## config.mk

```make
export PLATFORM = sky130hd
export DESIGN_NAME = epoch_seconds_to_calendar_date
export DESIGN_NICKNAME = d
export VERILOG_FILES = /design/src/sv/ecd_pkg.sv /design/src/sv/ecd_month_find.sv /design/src/sv/epoch_seconds_to_calendar_date.sv
export SDC_FILE = /design/constraint.sdc
export NUM_CORES = 1
export LEC_CHECK = 0
export ABC_AREA = 1
export BUFFER_PORTS_ARGS = -buffer_cell sky130_fd_sc_hd__buf_2
export CORE_MARGIN = 2
export CORE_UTILIZATION = 25
export DETAILED_ROUTE_END_ITERATION = 8
export PLACE_DENSITY = 0.41
export SKIP_LAST_GASP = 1
export SLEW_MARGIN = 20
export SYNTH_ARGS = -nofsm -noshare
export SYNTH_HDL_FRONTEND = slang
export SYNTH_HIERARCHICAL = 1
export SYNTH_SLANG_ARGS = --single-unit
```

## constraint.sdc

```tcl
create_clock -name clk -period 26.3 [get_ports clk]
set_input_delay 0 -clock clk [delete_from_list [all_inputs] [get_ports clk]]
set_output_delay 0 -clock clk [all_outputs]
set_load 0.01 [all_outputs]
```

## src/sv/ecd_pkg.sv

```systemverilog
// ecd_pkg: constants and month table for the epoch-seconds to calendar-date converter.
// No dependencies; used by ecd_month_find and epoch_seconds_to_calendar_date.
package ecd_pkg;

	localparam int unsigned EpochYear = 1970;

	// Reciprocal multipliers, each floor(2^k / d); the quotient estimate is low by at most one.
	localparam int unsigned DivDayK    = 35;                  // (seconds >> 7) / 675
	localparam int unsigned MulDay     = 50903316;
	localparam int unsigned DayOdd     = 675;                 // 86400 = 675 << 7
	localparam int unsigned DivQuadK   = 27;                  // days / 1461
	localparam int unsigned MulQuad    = 91867;
	localparam int unsigned DaysQuad   = 1461;
	localparam int unsigned DivMinK    = 23;                  // second of day / 60
	localparam int unsigned MulMin     = 139810;
	localparam int unsigned DivHourK   = 17;                  // minute of day / 60
	localparam int unsigned MulHour    = 2184;
	localparam int unsigned SixtyC     = 60;

	// Day-of-quad starts of the years in a quad beginning at 1970 (third year is leap).
	localparam int unsigned Year1Start = 365;
	localparam int unsigned Year2Start = 730;
	localparam int unsigned Year3Start = 1096;

	localparam int unsigned NumMonths  = 12;

	// First day of year (0-based) of month m (0 = January).
	function automatic logic [8:0] month_start(input logic [3:0] m, input logic leap);
		logic [8:0] s;
		unique case (m)
			4'd0: s = 9'd0;
			4'd1: s = 9'd31;
			4'd2: s = 9'd59;
			4'd3: s = 9'd90;
			4'd4: s = 9'd120;
			4'd5: s = 9'd151;
			4'd6: s = 9'd181;
			4'd7: s = 9'd212;
			4'd8: s = 9'd243;
			4'd9: s = 9'd273;
			4'd10: s = 9'd304;
			4'd11: s = 9'd334;
			default: s = 9'd0;
		endcase
		if (leap && m >= 4'd2) begin
			s = s + 9'd1;
		end
		return s;
	endfunction

endpackage

```

## src/sv/ecd_month_find.sv

```systemverilog
// ecd_month_find: splits a 0-based day of year into month index and day within month.
// Depends on ecd_pkg (month_start).
module ecd_month_find (
	input  logic [8:0] doy,
	input  logic       leap,
	output logic [3:0] month_idx,
	output logic [4:0] day_idx
);

	logic [8:0] start_sel;
	logic [8:0] day_full;

	always_comb begin
		month_idx = 4'd0;
		for (int i = 1; i < ecd_pkg::NumMonths; i++) begin
			if (doy >= ecd_pkg::month_start(4'(i), leap)) begin
				month_idx = 4'(i);
			end
		end
		start_sel = ecd_pkg::month_start(month_idx, leap);
		day_full  = doy - start_sel;
		day_idx   = day_full[4:0];
	end

endmodule

```

## src/sv/epoch_seconds_to_calendar_date.sv

```systemverilog
// epoch_seconds_to_calendar_date: unsigned seconds since 1970-01-01 to year, month, day, hour, minute.
// Depends on ecd_pkg and ecd_month_find.
//
// channel  | handshake             | payload
// request  | req_valid / req_ready | seconds[31:0]
// result   | res_valid / res_ready | year[11:0] month[3:0] day_of_month[4:0] hour[4:0] minute[5:0]
//
// Nine register stages; one beat may enter every cycle unless the pipe is stalled.
// Divisions by constants are reciprocal multiplies with one correction stage each.
// The whole pipe advances together when the output register is empty or being taken,
// so a stall holds every stage in place.
// Reset clears all stage valids and res_valid.
module epoch_seconds_to_calendar_date (
	input  logic        clk,
	input  logic        arst_n,
	input  logic        req_valid,
	output logic        req_ready,
	input  logic [31:0] seconds,
	output logic        res_valid,
	input  logic        res_ready,
	output logic [11:0] year,
	output logic [3:0]  month,
	output logic [4:0]  day_of_month,
	output logic [4:0]  hour,
	output logic [5:0]  minute
);

	logic       adv;
	logic [8:1] vld_q;

	// stage 1
	logic [50:0] prod1;
	logic [15:0] qd_s1;
	logic [24:0] x25_s1;
	logic [6:0]  lo7_s1;
	// stage 2
	logic [25:0] p2;
	logic [25:0] diff2;
	logic [15:0] qd_s2;
	logic [10:0] r_s2;
	logic [6:0]  lo7_s2;
	// stage 3
	logic [10:0] r3;
	logic [15:0] days_s3;
	logic [16:0] sod_s3;
	// stage 4
	logic [32:0] prodq;
	logic [33:0] prodm;
	logic [15:0] days_s4;
	logic [16:0] sod_s4;
	logic [5:0]  q4_s4;
	logic [10:0] mod_s4;
	// stage 5
	logic [15:0] pq5;
	logic [15:0] dq5;
	logic [16:0] pm5;
	logic [16:0] dm5;
	logic [5:0]  q4_s5;
	logic [11:0] r4_s5;
	logic [10:0] mod_s5;
	logic [6:0]  rm_s5;
	// stage 6
	logic [11:0] r6;
	logic [5:0]  q4_s6;
	logic [10:0] d4_s6;
	logic [10:0] mod_s6;
	// stage 7
	logic [1:0]  off7;
	logic [10:0] doy7;
	logic [22:0] prodh;
	logic [11:0] year_s7;
	logic [8:0]  doy_s7;
	logic        leap_s7;
	logic [10:0] mod_s7;
	logic [4:0]  hre_s7;
	// stage 8
	logic [3:0]  mon8;
	logic [4:0]  day8;
	logic [10:0] ph8;
	logic [10:0] dh8;
	logic [11:0] year_s8;
	logic [3:0]  mon_s8;
	logic [4:0]  day_s8;
	logic [4:0]  hre_s8;
	logic [6:0]  rh_s8;

	assign adv       = !res_valid || res_ready;
	assign req_ready = adv;

	always_ff @(posedge clk or negedge arst_n) begin
		if (!arst_n) begin
			vld_q     <= '0;
			res_valid <= 1'b0;
		end else if (adv) begin
			vld_q     <= {vld_q[7:1], req_valid};
			res_valid <= vld_q[8];
		end
	end

	always_comb begin
		prod1 = 51'(seconds[31:7]) * 51'(ecd_pkg::MulDay);
		p2    = 26'(qd_s1) * 26'(ecd_pkg::DayOdd);
		diff2 = 26'(x25_s1) - p2;
		r3    = r_s2 - 11'(ecd_pkg::DayOdd);
		prodq = 33'(days_s3) * 33'(ecd_pkg::MulQuad);
		prodm = 34'(sod_s3) * 34'(ecd_pkg::MulMin);
		pq5   = 16'(q4_s4) * 16'(ecd_pkg::DaysQuad);
		dq5   = days_s4 - pq5;
		pm5   = 17'(mod_s4) * 17'(ecd_pkg::SixtyC);
		dm5   = sod_s4 - pm5;
		r6    = r4_s5 - 12'(ecd_pkg::DaysQuad);
		prodh = 23'(mod_s6) * 23'(ecd_pkg::MulHour);
		if (d4_s6 < 11'(ecd_pkg::Year1Start)) begin
			off7 = 2'd0;
			doy7 = d4_s6;
		end else if (d4_s6 < 11'(ecd_pkg::Year2Start)) begin
			off7 = 2'd1;
			doy7 = d4_s6 - 11'(ecd_pkg::Year1Start);
		end else if (d4_s6 < 11'(ecd_pkg::Year3Start)) begin
			off7 = 2'd2;
			doy7 = d4_s6 - 11'(ecd_pkg::Year2Start);
		end else begin
			off7 = 2'd3;
			doy7 = d4_s6 - 11'(ecd_pkg::Year3Start);
		end
		ph8 = 11'(hre_s7) * 11'(ecd_pkg::SixtyC);
		dh8 = mod_s7 - ph8;
	end

	ecd_month_find u_month (
		.doy       (doy_s7),
		.leap      (leap_s7),
		.month_idx (mon8),
		.day_idx   (day8)
	);

	always_ff @(posedge clk) begin
		if (adv) begin
			// s1: day quotient estimate
			qd_s1  <= prod1[50:35];
			x25_s1 <= seconds[31:7];
			lo7_s1 <= seconds[6:0];
			// s2: remainder of estimate
			qd_s2  <= qd_s1;
			r_s2   <= diff2[10:0];
			lo7_s2 <= lo7_s1;
			// s3: correct days, rebuild second of day
			if (r_s2 >= 11'(ecd_pkg::DayOdd)) begin
				days_s3 <= qd_s2 + 16'd1;
				sod_s3  <= {r3[9:0], lo7_s2};
			end else begin
				days_s3 <= qd_s2;
				sod_s3  <= {r_s2[9:0], lo7_s2};
			end
			// s4: quad and minute-of-day estimates
			days_s4 <= days_s3;
			sod_s4  <= sod_s3;
			q4_s4   <= prodq[32:27];
			mod_s4  <= prodm[33:23];
			// s5: remainders
			q4_s5  <= q4_s4;
			r4_s5  <= dq5[11:0];
			mod_s5 <= mod_s4;
			rm_s5  <= dm5[6:0];
			// s6: corrections
			if (r4_s5 >= 12'(ecd_pkg::DaysQuad)) begin
				q4_s6 <= q4_s5 + 6'd1;
				d4_s6 <= r6[10:0];
			end else begin
				q4_s6 <= q4_s5;
				d4_s6 <= r4_s5[10:0];
			end
			if (rm_s5 >= 7'(ecd_pkg::SixtyC)) begin
				mod_s6 <= mod_s5 + 11'd1;
			end else begin
				mod_s6 <= mod_s5;
			end
			// s7: year within quad, hour estimate
			year_s7 <= 12'(ecd_pkg::EpochYear) + 12'({q4_s6, 2'b00}) + 12'(off7);
			doy_s7  <= doy7[8:0];
			leap_s7 <= (off7 == 2'd2);
			mod_s7  <= mod_s6;
			hre_s7  <= prodh[21:17];
			// s8: month split, minute remainder
			year_s8 <= year_s7;
			mon_s8  <= mon8;
			day_s8  <= day8;
			hre_s8  <= hre_s7;
			rh_s8   <= dh8[6:0];
			// output register
			year         <= year_s8;
			month        <= mon_s8 + 4'd1;
			day_of_month <= day_s8 + 5'd1;
			if (rh_s8 >= 7'(ecd_pkg::SixtyC)) begin
				hour   <= hre_s8 + 5'd1;
				minute <= 6'(rh_s8 - 7'(ecd_pkg::SixtyC));
			end else begin
				hour   <= hre_s8;
				minute <= rh_s8[5:0];
			end
		end
	end

endmodule

```

## After elaboration in Yosys (flattened, before gate mapping)

Memories as Yosys holds them, arrays and structs flattened.
Cells that the tools add are included.

- Equality and inequality tests: 1
- Reductions and logical operators: 3
- Bitwise gates (word level): 0
- Shift operators: 0
- Order comparisons: 19
- $add $sub $neg: 20
- Div/mod/pow operators: 0
- Multiplexer cells: 35
- Multiply operators: 8

Operators with widths:

| kind | number |
|---|---|
| 25-bit by 24-bit multiplier with 49-bit output (second input constant) | 1 |
| 4-bit two-way mux | 11 |
| 9-bit by 8-bit >= comparator with 1-bit output | 4 |
| 16-bit by 17-bit multiplier with 33-bit output (second input constant) | 1 |
| 17-bit by 17-bit multiplier with 33-bit output (second input constant) | 1 |
| 9-bit >= comparator | 3 |
| 9-bit two-way mux | 3 |
| 11-bit two-way mux | 2 |
| 11-bit by 9-bit multiplier with 19-bit output (second input constant) | 1 |
| 9-bit by 7-bit >= comparator with 1-bit output | 2 |
| 17-bit two-way mux | 1 |
| 16-bit by 1-bit adder with 16-bit output (second input constant) | 1 |
| 16-bit by 10-bit multiplier with 11-bit output (second input constant) | 1 |
| 16-bit two-way mux | 1 |
| 5-bit by 1-bit adder with 5-bit output (second input constant) | 3 |
| 7-bit by 6-bit >= comparator with 1-bit output (second input constant) | 2 |
| 7-bit subtractor | 2 |
| 11-bit by 8-bit adder with 12-bit output (first input constant) | 1 |
| 12-bit by 2-bit adder with 12-bit output | 1 |
| 12-bit by 11-bit >= comparator with 1-bit output (second input constant) | 1 |
| 6-bit by 11-bit multiplier with 12-bit output (second input constant) | 1 |
| 6-bit two-way mux | 2 |
| 12-bit subtractor | 1 |
| 11-bit by 1-bit adder with 11-bit output (second input constant) | 1 |
| other kinds (27) | 38 |

- Memory bits (writable): 0
- ROM bits: 144
- Memories: 1
- Input bits: 36
- Output and inout port bits: 34
- Word-level logic and storage cells: 123
- Register bits after elaboration: 309
- Latch bits: 0

Memory list:

| memory | depth | width | rd ports | clocked after Yosys merged registers in | write ports | RTL line | RTL |
|---|---|---|---|---|---|---|---|
| (no name shown) | 16 | 9 | 1 | 0 | 0 | ecd_pkg.sv:30 | `unique case (m)` |

## Logic depth before layout (Yosys ltp)

Gate-level depths: netlist of run 1.

- Depth after elaboration: 16
- Gate-level depth with buffers: 31
- Depth with buffers taken out: 31

## By module

Netlist of run 1, hierarchy kept.

By module, submodules not included:

| module | area an instance (µm²) | cells each | times used | seq. area each (µm²) |
|---|---|---|---|---|
| epoch_seconds_to_calendar_date | 34,160.3 | 3,641 | 1 | 9,113.7 |
| ecd_month_find | 1,044.8 | 178 | 1 | 0.0 |

## Least setup slack after synthesis of run 1

No wires, ideal clock.

- Kind: register to register
- Start point: register res_valid
- End point: register vld_q[3] (netlist bit)
- Cell stages (with the launch flop): 4
- Path slack: 16,605 ps
- Period minus slack after synthesis: 9,695 ps
- Setup time: 491 ps
- Path buffers: 1
- Data arrival time: 9,203 ps
- Data required time: 25,809 ps
- Path through: dfrtp_1 > nand2_1 > clkbuf_1 > a21oi_1

- Cells in the longest elaborated chain, start to end: 2

RTL lines:

| what | RTL line | RTL |
|---|---|---|
| start: declaration | epoch_seconds_to_calendar_date.sv:19 | `output logic res_valid,` |
| start signal: assignment | epoch_seconds_to_calendar_date.sv:96 | `res_valid <= vld_q[8];` |
| 1-bit zero test | epoch_seconds_to_calendar_date.sv:87 | `assign adv = !res_valid \|\| res_ready;` |
| 1-bit logical OR | epoch_seconds_to_calendar_date.sv:87 |  |
| via req_ready | epoch_seconds_to_calendar_date.sv:17 | `output logic req_ready,` |
| end signal: assignment | epoch_seconds_to_calendar_date.sv:95 | `vld_q <= {vld_q[7:1], req_valid};` |
| end: declaration | epoch_seconds_to_calendar_date.sv:29 | `logic [8:1] vld_q;` |

The timed path passes the listed nets, and every way through them passes these cells.
A chain may end at the register's enable or synchronous reset.

## Worst setup path after layout of run 1

- Start point: register days_s3[10]
- End point: register q4_s4[1] (data pin)

- Cells in the longest elaborated chain, start to end: 1

RTL lines:

| what | RTL line | RTL |
|---|---|---|
| start: declaration | epoch_seconds_to_calendar_date.sv:44 | `logic [15:0] days_s3;` |
| start signal: assignment | epoch_seconds_to_calendar_date.sv:149 | `days_s3 <= qd_s2 + 16'd1;` |
| start signal: assignment | epoch_seconds_to_calendar_date.sv:152 | `days_s3 <= qd_s2;` |
| 16-bit by 17-bit multiplier with 33-bit output | epoch_seconds_to_calendar_date.sv:105 | `prodq = 33'(days_s3) * 33'(ecd_pkg::MulQuad);` |
| via prodq[28] | epoch_seconds_to_calendar_date.sv:47 | `logic [32:0] prodq;` |
| end signal: assignment | epoch_seconds_to_calendar_date.sv:158 | `q4_s4 <= prodq[32:27];` |
| end: declaration | epoch_seconds_to_calendar_date.sv:51 | `logic [5:0] q4_s4;` |

The timed path passes the listed nets, and every way through them passes these cells.

==> impl_metrics.ini, run 1 <==
[run_status]
status = complete, no violations

[synth]
synth_edf_count = 296
syn_avg_cell_area_sq_um = 9.22
async_flop_share_pct = 2.95
synth_most_common_cell = inv_1
synth_top_area_share_pct = 25.2
synthTopCellsByArea = edfxtp_1 25%, ha_1 23%, fa_1 18%
synth_fp_nets = 4827
yosys_register_bits = 305
synth_ff_type = edfxtp_1
syn_inst = 3819
yosys.area.top_type = edfxtp_1
ys_warn_count = 6
synth_commonest_cells = 876 x inv_1, 685 x nand2_1, 659 x ha_1
ys_seq_area_share_pct = 25.9
yosysUniqueCellTypes = 50
synthesis.area_sq_mm = 0.0352

[run]
max-cap-violations = 0

[floorplanning]
ios = 70
core_sq_mm = 0.140
dieArea_sq_mm = 0.144
start_util_pct = 25.2
fp.dieW_um = 379
row_count = 137
die-height_um = 379

[timing]
tightestPinTransition_ns = 0.949
rsz0062_at_grt = false
relSlewSlack_pct = 36.7
fin_setup_tns_ns = 0
fin_crit_sh_pct = 20.6
skew_ns = 0.0443
fmax_mhz = 185
period_needed_ns = 5.41
slew_violations = 0
finalSetupViolCount = 0
whs_ns = 0.162
hold_viol_final = 0

[global_route]
grt_antenna_before_repair = 0
grt.total_usage_pct = 12.4
grt_max_degree = 74
grt_pass1_vias = 25500
grt_overflow_total = 0
grt_pass1_wl_um = 140000

[detailed_routing]
route.vias.total = 24200
wirelength_um = 87200
first_pass_iters = 5
drtIter0Drc = 1109
drtAntennaViolNets = 0
drt-wirelength-per-cell_um = 14.9
viasPerCell = 4.13
drcViolationCount = 0

[cts]
post_cts_buffers = 0
cts-buffers-inserted = 42
ctsLongestPathBuffers = 3
cts.clk_slew.worst_paths_ns = 0.06
cts_num_sinks = 305
clk_latency_ns = 0.60
cts_tree = built
cts_max_level = 2
postCtsHoldBufs = 21
clockRootBuffer = clkbuf_16
postCtsResizedCells = 0

[place]
dp_hpwl_um = 73500
routabilityCongestion = 0.836
numPortBuffers = 69
dpl_cell_area_sq_mm = 0.0378

[worst_setup_path]
cp.arrival_ns = 5.72
cpLargestDelayFamily = adder cells
cp_common_cell = fa_1
crit_fanout = 5
cp.required_ns = 26.61
cp_slowest_cell = fa_1
worst_setup_path_start_kind = flip-flop
crit_type = flip-flop to flip-flop
endpoint_kind = flip-flop
path_buf_inv = 4
critical_path.cell_chain = ha_1 > fa_1 > inv_1 > fa_1 > inv_1 > fa_1 > inv_1 > fa_1 > fa_1 > inv_1 > ha_1 > a21oi_1 > nor2_1 > nor2_1 > o21ai_0 > nand2_1 > nand3_1 > nand2_1 > nand2_1
cp_slowest_stage_delay_ns = 0.60

[layout]
fin_area_sq_mm = 0.0394
fin_nets = 4953
drive_gt1_share_pct = 5.23
diodes = 0
fill_cells = 15000
final_core_util_pct = 28.2
area_delta_synth_final_pct = 11.9

[hold_path]
worstHoldPathType = input port to flip-flop
-- cell families (layout without fill, tap and decap cells) --
group                      count (synthesis)  count (layout)  synth area share, %
DFF                                      305             305                 25.9
muxes                                      3               3               0.0960
adders and majority gates                972             972                 41.2
and+or+nand+nor                         1167            1167                 14.0
AOI/OAI and AO/OA                        327             327                 5.39
buffers and inverters                    900            1058                 9.82
xor gates and xnor gates                 145             145                 3.61
-- final cells by class --
| type | instances | area [sq um] | share of cell area (%) |
|---|---|---|---|
| clock inverters | 29 | 305 | 0.775 |
| flip-flops and latches | 305 | 9110 | 23.1 |
| well taps | 1876 | 2350 | 5.96 |
| clock buffers | 47 | 1070 | 2.72 |
| inverters | 888 | 3330 | 8.46 |
| repair buffers | 94 | 586 | 1.49 |
| multi-input cells | 2614 | 22600 | 57.5 |
-- worst reg2reg max path, cell delays in order, from the launching register on --
cell and delay, ns:
edfxtp_1 0.49, ha_1 0.44, fa_1 0.60, inv_1 0.08
fa_1 0.53, inv_1 0.06, fa_1 0.53, inv_1 0.06
fa_1 0.51, fa_1 0.56, inv_1 0.05, ha_1 0.33
a21oi_1 0.24, nor2_1 0.07, nor2_1 0.13, o21ai_0 0.12
nand2_1 0.10, nand3_1 0.08, nand2_1 0.06, nand2_1 0.10
-- flip-flops by register name (all words and copies together) (netlist names), 7 cells and up --
signal	count
sod_s3	17
days_s3	16
qd_s1	16
qd_s2	16
days_s4	12
r4_s5	12
year	12
year_s7	12
year_s8	12
d4_s6	11
mod_s4	11
mod_s5	11
mod_s6	11
r_s2	11
x25_s1	11
doy_s7	9
vld_q	8
lo7_s1	7
lo7_s2	7
mod_s7	7
rh_s8	7
-- cells in the final DEF, fill, tap and decap left out, types with 5 or more instances in the layout --
master and count:
inv_1 876, nand2_1 684, ha_1 659, fa_1 313, edfxtp_1 296, nor2_1 221, a21oi_1 143, nand3_1 130
xor2_1 103, o21ai_0 75, buf_2 69, nand4_1 43, xnor2_1 42, clkbuf_16 42, nor3_1 33, o21ai_1 25
dlygate4sd3_1 21, o21bai_1 20, a21o_1 20, nand2_2 15, inv_2 12, o21ai_2 9, dfrtp_1 9, a31oi_1 7
a21boi_0 7, nand3b_1 7, nor4_1 7, clkinvlp_4 7, clkinv_1 7, o2111ai_1 6, clkinv_2 6, nor2_2 5
nand2_4 5, nand3_2 5, clkbuf_1 5
-- worst paths after layout --
kind                             start   endpoint  depth (start not counted)  slack, ns
max                        days_s3[10]   q4_s4[1]                         19      20.89
min                         seconds[0]  lo7_s1[0]                          2       0.16
max reg2reg                days_s3[10]   q4_s4[1]                         19      20.89
min reg2reg                  lo7_s2[6]  sod_s3[6]                          0       0.42
max in group asynchronous       arst_n   vld_q[5]                          3      25.61
min in group asynchronous       arst_n  res_valid                          3       0.40
-- metal layers --
layer / track usage [%] / up-vias / wire length [um]
met4: 2.37 / 0 / 1430
met2: 21.3 / 254 / 41300
met5: 0 / - / 0
met3: 1.32 / 71 / 2230
met1: 16.7 / 11400 / 42200
li1: - / 12500 / -
-- stage by stage --
step,setup WS (ns),std cells
after floorplan,16.61,3819
after global placement,20.78,5756
after detailed placement,20.82,5756
after CTS,20.83,5853
after global routing,20.54,5853
final,20.89,5853
Power of run 1 is not shown: default switching activity piles up to over one toggle a cycle in this logic, so the estimate is an artifact.
==> inputs of run 2 (changes only) <==
PLACE_DENSITY = 0.42   (was 0.41)
clock period = 4.6 ns   (was 26.3 ns; I/O delays follow)
==> run 2 against run 1 <==
  * Largest cell class unchanged
  * The flow now finishes with violations (negative setup slack)
  * Critical endpoint is now q4_s4[2]
  * Die area unchanged
  * Utilization increased by 2.2 points
  * Cell count increased by 4.1%
  * Hold slack got worse by 0.12 ns
  * Critical path depth increased by 1
==> impl_metrics.ini, run 2 (same netlist as run 1, synthesis figures left out) <==
[run_status]
status = finished with violations
violations = negative setup slack

[global_route]
grt_use_met1_pct = 15.2
grt_overflow_total = 0
grt_antenna_before_repair = 0
grt_max_degree = 142
grt_pass1_wl_um = 137000
grt.met3_usage_pct = 1.16
grt_pass1_vias = 26100
grt.total_usage_pct = 12.0
use_met2_pct = 21.6
grt-busiest-layer = met2

[cts]
cts-buffers-inserted = 39
cts_tree = built
ctsLongestPathBuffers = 3
clockRootBuffer = clkbuf_16
cts_num_sinks = 305
cts_max_level = 2
cts.clk_slew.worst_paths_ns = 0.06
clk_latency_ns = 0.58

[worst_setup_path]
cp.arrival_ns = 5.16
r2r_cells = 20
cp.required_ns = 4.92
endpoint_kind = flip-flop
crit_fanout = 4
rr_endpoint = q4_s4[2]
startpoint = days_s3[14]
r2r_slack_ns = -0.25
worst_setup_path_start_kind = flip-flop
crit_type = flip-flop to flip-flop
endpoint = q4_s4[2]
r2r-start = days_s3[14]

[timing]
slew_violations = 0
skew_ns = 0.0225
setup_slack_ns = -0.245
relSlewSlack_pct = 40.1
finalSetupViolCount = 6
fmax_mhz = 206
hold_viol_final = 0
fin_crit_sh_pct = 105
rsz0062_at_grt = true
period_needed_ns = 4.85
tightestPinTransition_ns = 0.899

[floorplanning]
die-height_um = 379
start_util_pct = 25.2
dieArea_sq_mm = 0.144
core_sq_mm = 0.140
row_count = 137
fp.dieW_um = 379
ios = 70

[place]
dp.cells = 5983
numPortBuffers = 69
routabilityCongestion = 0.845
dp_hpwl_um = 72100

[detailed_routing]
viasPerCell = 4.09
first_pass_iters = 5
drtIter0Drc = 1003
drtAntennaViolNets = 0
drcViolationCount = 0
drt-wirelength-per-cell_um = 13.7
wirelength_um = 83600
route.vias.total = 24900

[layout]
largest-register = sod_s3
fill_cells = 14700
final_cell_mix = 854 x inv_1, 649 x nand2_1, 618 x ha_1
fin_nets = 5192
area_delta_synth_final_pct = 20.6
drive_gt1_share_pct = 15.1
largest_reg_flops = 17
instances_no_fill = 6093
layout_commonest_cell = inv_1

[hold_path]
worstHoldStart = seconds[11]
worstHoldPathType = input port to flip-flop

[run]
max-cap-violations = 0
==> run 2: changes by cell type in the layout (fill, tap and decap cells not counted), moves of 20 or more <==
| cell | delta |
|---|---|
| buf_4 | +234 |
| ha_1 | -41 |
| ha_4 | +39 |
| nand2_1 | -35 |
| nor2_1 | -31 |
| nand2_2 | +28 |
| a21oi_1 | -27 |
| inv_1 | -22 |
| a21oi_2 | +20 |
| nor2_2 | +20 |
==> run 2: metrics by stage <==
step	setup WS, ns	utilization, %	TNS (ns)	cell area [sq um]	hold slack, ns
final	-0.245	30.4	-1.10	42500	0.0378
after global routing	-0.440	30.4	-2.51	42500	0.0204
after CTS	-0.211	29.9	-1.17	41800	0.000679
after detailed placement	-0.677	28.6	-10.74	40000	-0.136
after global placement	-0.673	28.6	-10.20	40000	-0.138
after floorplan	-0.0241	-	-0.0360	35500	-0.296
==> run 2: how the worst min path moves through the flow <==
stage,to,slack (ns),depth (start not counted)
floorplan,res_valid,-0.30,0
global placement,vld_q[8],-0.14,1
detailed placement,vld_q[8],-0.14,1
CTS,x25_s1[3],0.0007,3
global route,x25_s1[4],0.02,3
finish,x25_s1[4],0.04,3
==> run 2: layout make-up <==
cell class	instances	area (sq um)	share of cell area, %
clock inverter	31	414	0.975
multi-input combinational	2614	23700	55.8
timing repair buffer	336	2580	6.07
antenna	2	5.00	0.0118
clock buffer	41	983	2.32
sequential	305	9110	21.5
tap	1876	2350	5.53
inverter	888	3340	7.88
==> run 2: per-layer routing <==
layer / vias up / wire [um]
li1: 13000 / -
met1: 11600 / 38200
met2: 252 / 41500
met3: 98 / 1840
met4: 0 / 2050
met5: - / 0
==> run 2: what timing repair did <==
action,in CTS,in global routing
resized for setup,36,152
hold buffers,16,1
buffers inserted,13,6
pin swaps,41,68
endpoints found under the setup margin,8,23
hold endpoints to repair,27,1
==> run 2: worst max-delay path, cell delays in order (launching register included) <==
cell,delay [ns]
edfxtp_1,0.51
inv_2,0.12
ha_4,0.22
fa_2,0.63
inv_2,0.07
fa_1,0.53
inv_1,0.05
fa_1,0.49
fa_1,0.43
fa_1,0.51
inv_2,0.05
ha_4,0.23
nand2_1,0.06
nand2_1,0.07
buf_4,0.13
a21oi_1,0.14
nand2_2,0.08
nand3_2,0.07
nand3_1,0.08
nand2_1,0.06
nand2_1,0.09
Power of run 2 is left out for the same reason.
==> inputs of run 3 (changes only) <==
==> constraint.sdc (replaced) <==
create_clock -name clk -period 4.6 [get_ports clk]
set_input_delay 0.69 -clock clk [delete_from_list [all_inputs] [get_ports clk]]
set_output_delay 0.69 -clock clk [all_outputs]
set_load 0.01 [all_outputs]
==> run 3 against run 2 <==
  * The flow still finishes with violations (negative setup slack)
  * Critical path depth is 1 higher
  * Routed wire length rose by 2.9%
  * Flip-flop and latch count unchanged
  * Utilization grew 0.54 points
  * Clock-buffer cell count grew 2
  * First-iteration DRC count decreased by 14%
  * Critical path type is now input port to flip-flop
  * Largest cell class unchanged
==> impl_metrics.ini, run 3 (same netlist as run 1, synthesis figures left out) <==
[run_status]
status = finished with violations
violations = negative setup slack

[timing]
skew_ns = 0.0200
fin_crit_sh_pct = 108
rsz0062_at_grt = true
relSlewSlack_pct = 50.0
fin_setup_tns_ns = -6.20
period_needed_ns = 4.96
tightestPinTransition_ns = 0.750
fmax_mhz = 202
hold_viol_final = 0
slew_violations = 0
setup_slack_ns = -0.355
finalSetupViolCount = 22

[place]
place_ws_ns = -1.25
numPortBuffers = 69
dp_hpwl_um = 73100
routabilityCongestion = 0.842

[worst_setup_path]
cp.required_ns = 4.92
startpoint = seconds[21]
cp.arrival_ns = 5.28
cp_slowest_stage_delay_ns = 0.53
crit_type = input port to flip-flop
critical_path.cell_chain = buf_12 > fa_2 > ha_4 > inv_2 > fa_1 > inv_1 > fa_1 > fa_1 > fa_1 > inv_2 > fa_1 > inv_2 > ha_4 > buf_6 > nand2_8 > nor2_4 > inv_4 > nor3_1 > o21ai_1 > nand3_1 > nand2_2
cp_slowest_cell = fa_1
cp_common_cell = fa_1
endpoint_kind = flip-flop
worst_setup_path_start_kind = input port
r2r-start = days_s3[11]
crit_fanout = 6

[floorplanning]
dieArea_sq_mm = 0.144
die-height_um = 379
row_count = 137
ios = 70
start_util_pct = 25.2
fp.dieW_um = 379
core_sq_mm = 0.140

[layout]
area_delta_synth_final_pct = 22.7
largest_reg_flops = 17
final_core_util_pct = 30.9
drive_gt1_share_pct = 19.4
diodes = 0
layout_commonest_cell = inv_1
largest-register = sod_s3
fin_nets = 5193
final_cell_mix = 822 x inv_1, 606 x nand2_1, 583 x ha_1

[cts]
cts.clk_slew.worst_paths_ns = 0.06
ctsLongestPathBuffers = 3
cts-buffers-inserted = 38
clockRootBuffer = clkbuf_16
cts_tree = built
cts_max_level = 2
clk_latency_ns = 0.58
cts_num_sinks = 305

[hold_path]
worstHoldPathType = input port to flip-flop
worstHoldStart = seconds[6]

[detailed_routing]
drtAntennaViolNets = 0
viasPerCell = 4.14
wirelength_um = 86000
drtIter0Drc = 863
first_pass_iters = 5
route.vias.total = 25200
drcViolationCount = 0
drt-wirelength-per-cell_um = 14.1

[global_route]
grt_pass1_vias = 26900
grt_pass1_wl_um = 140000
grt_antenna_before_repair = 0
grt_overflow_total = 0
grt.total_usage_pct = 12.3
grt_max_degree = 119

[run]
max-cap-violations = 0
## run 3: worst max-delay path, delay by kind of cell
| family | cells | cell delay [ns] |
|---|---|---|
| fa+ha+maj | 8 | 3.40 |
| simple gates | 5 | 0.57 |
| buf+inv | 7 | 0.48 |
| compound gates | 1 | 0.12 |
## run 3: timing repair
item | 4_1_cts | 5_1_grt
hold endpoints to repair | 9 | 0
gates cloned | 0 | 0
setup buffers | 21 | 11
pin swaps | 160 | 106
hold buffers | 1 | 0
gates resized for setup | 227 | 128
setup endpoints to repair | 22 | 24
## run 3: area by class of cell
| cell class | count | area [sq um] |
|---|---|---|
| Fill cell | 14700 | 96500 |
| Clock buffer | 43 | 970 |
| Sequential cell | 305 | 9110 |
| Timing Repair Buffer | 338 | 2560 |
| Tap cell | 1876 | 2350 |
| Multi-Input combinational cell | 2614 | 24600 |
| Inverter | 888 | 3340 |
| Clock inverter | 25 | 283 |
## run 3: per-layer routing
layer  up-vias  routed length (um)  global-route usage, %
met3       117                1920                   1.22
met1     11800               39100                   15.4
li1      13000                   -                      -
met2       263               42800                   22.3
met5         -                   0                      0
met4         0                2210                   3.25
## run 3: through the flow
step | hold WS (ns) | std cells | instance area (sq um)
after global placement | 0.402 | 5988 | 40200
after global routing | 0.276 | 6089 | 43200
after CTS | 0.248 | 6078 | 42700
final | 0.300 | 6089 | 43200
after detailed placement | 0.405 | 5988 | 40200
after floorplan | 0.394 | 3819 | 35800
## run 3: path summary, 6_finish.rpt
kind	slack (ns)	cells past startpoint	to
hold / removal	0.30	1	lo7_s1[6]
setup reg to reg	-0.27	17	q4_s4[2]
hold reg to reg	0.41	0	lo7_s2[1]
setup / recovery	-0.36	21	qd_s1[1]
max in group asynchronous	3.93	2	vld_q[1]
min in group asynchronous	0.49	2	res_valid
Power of run 3 is left out for the same reason.
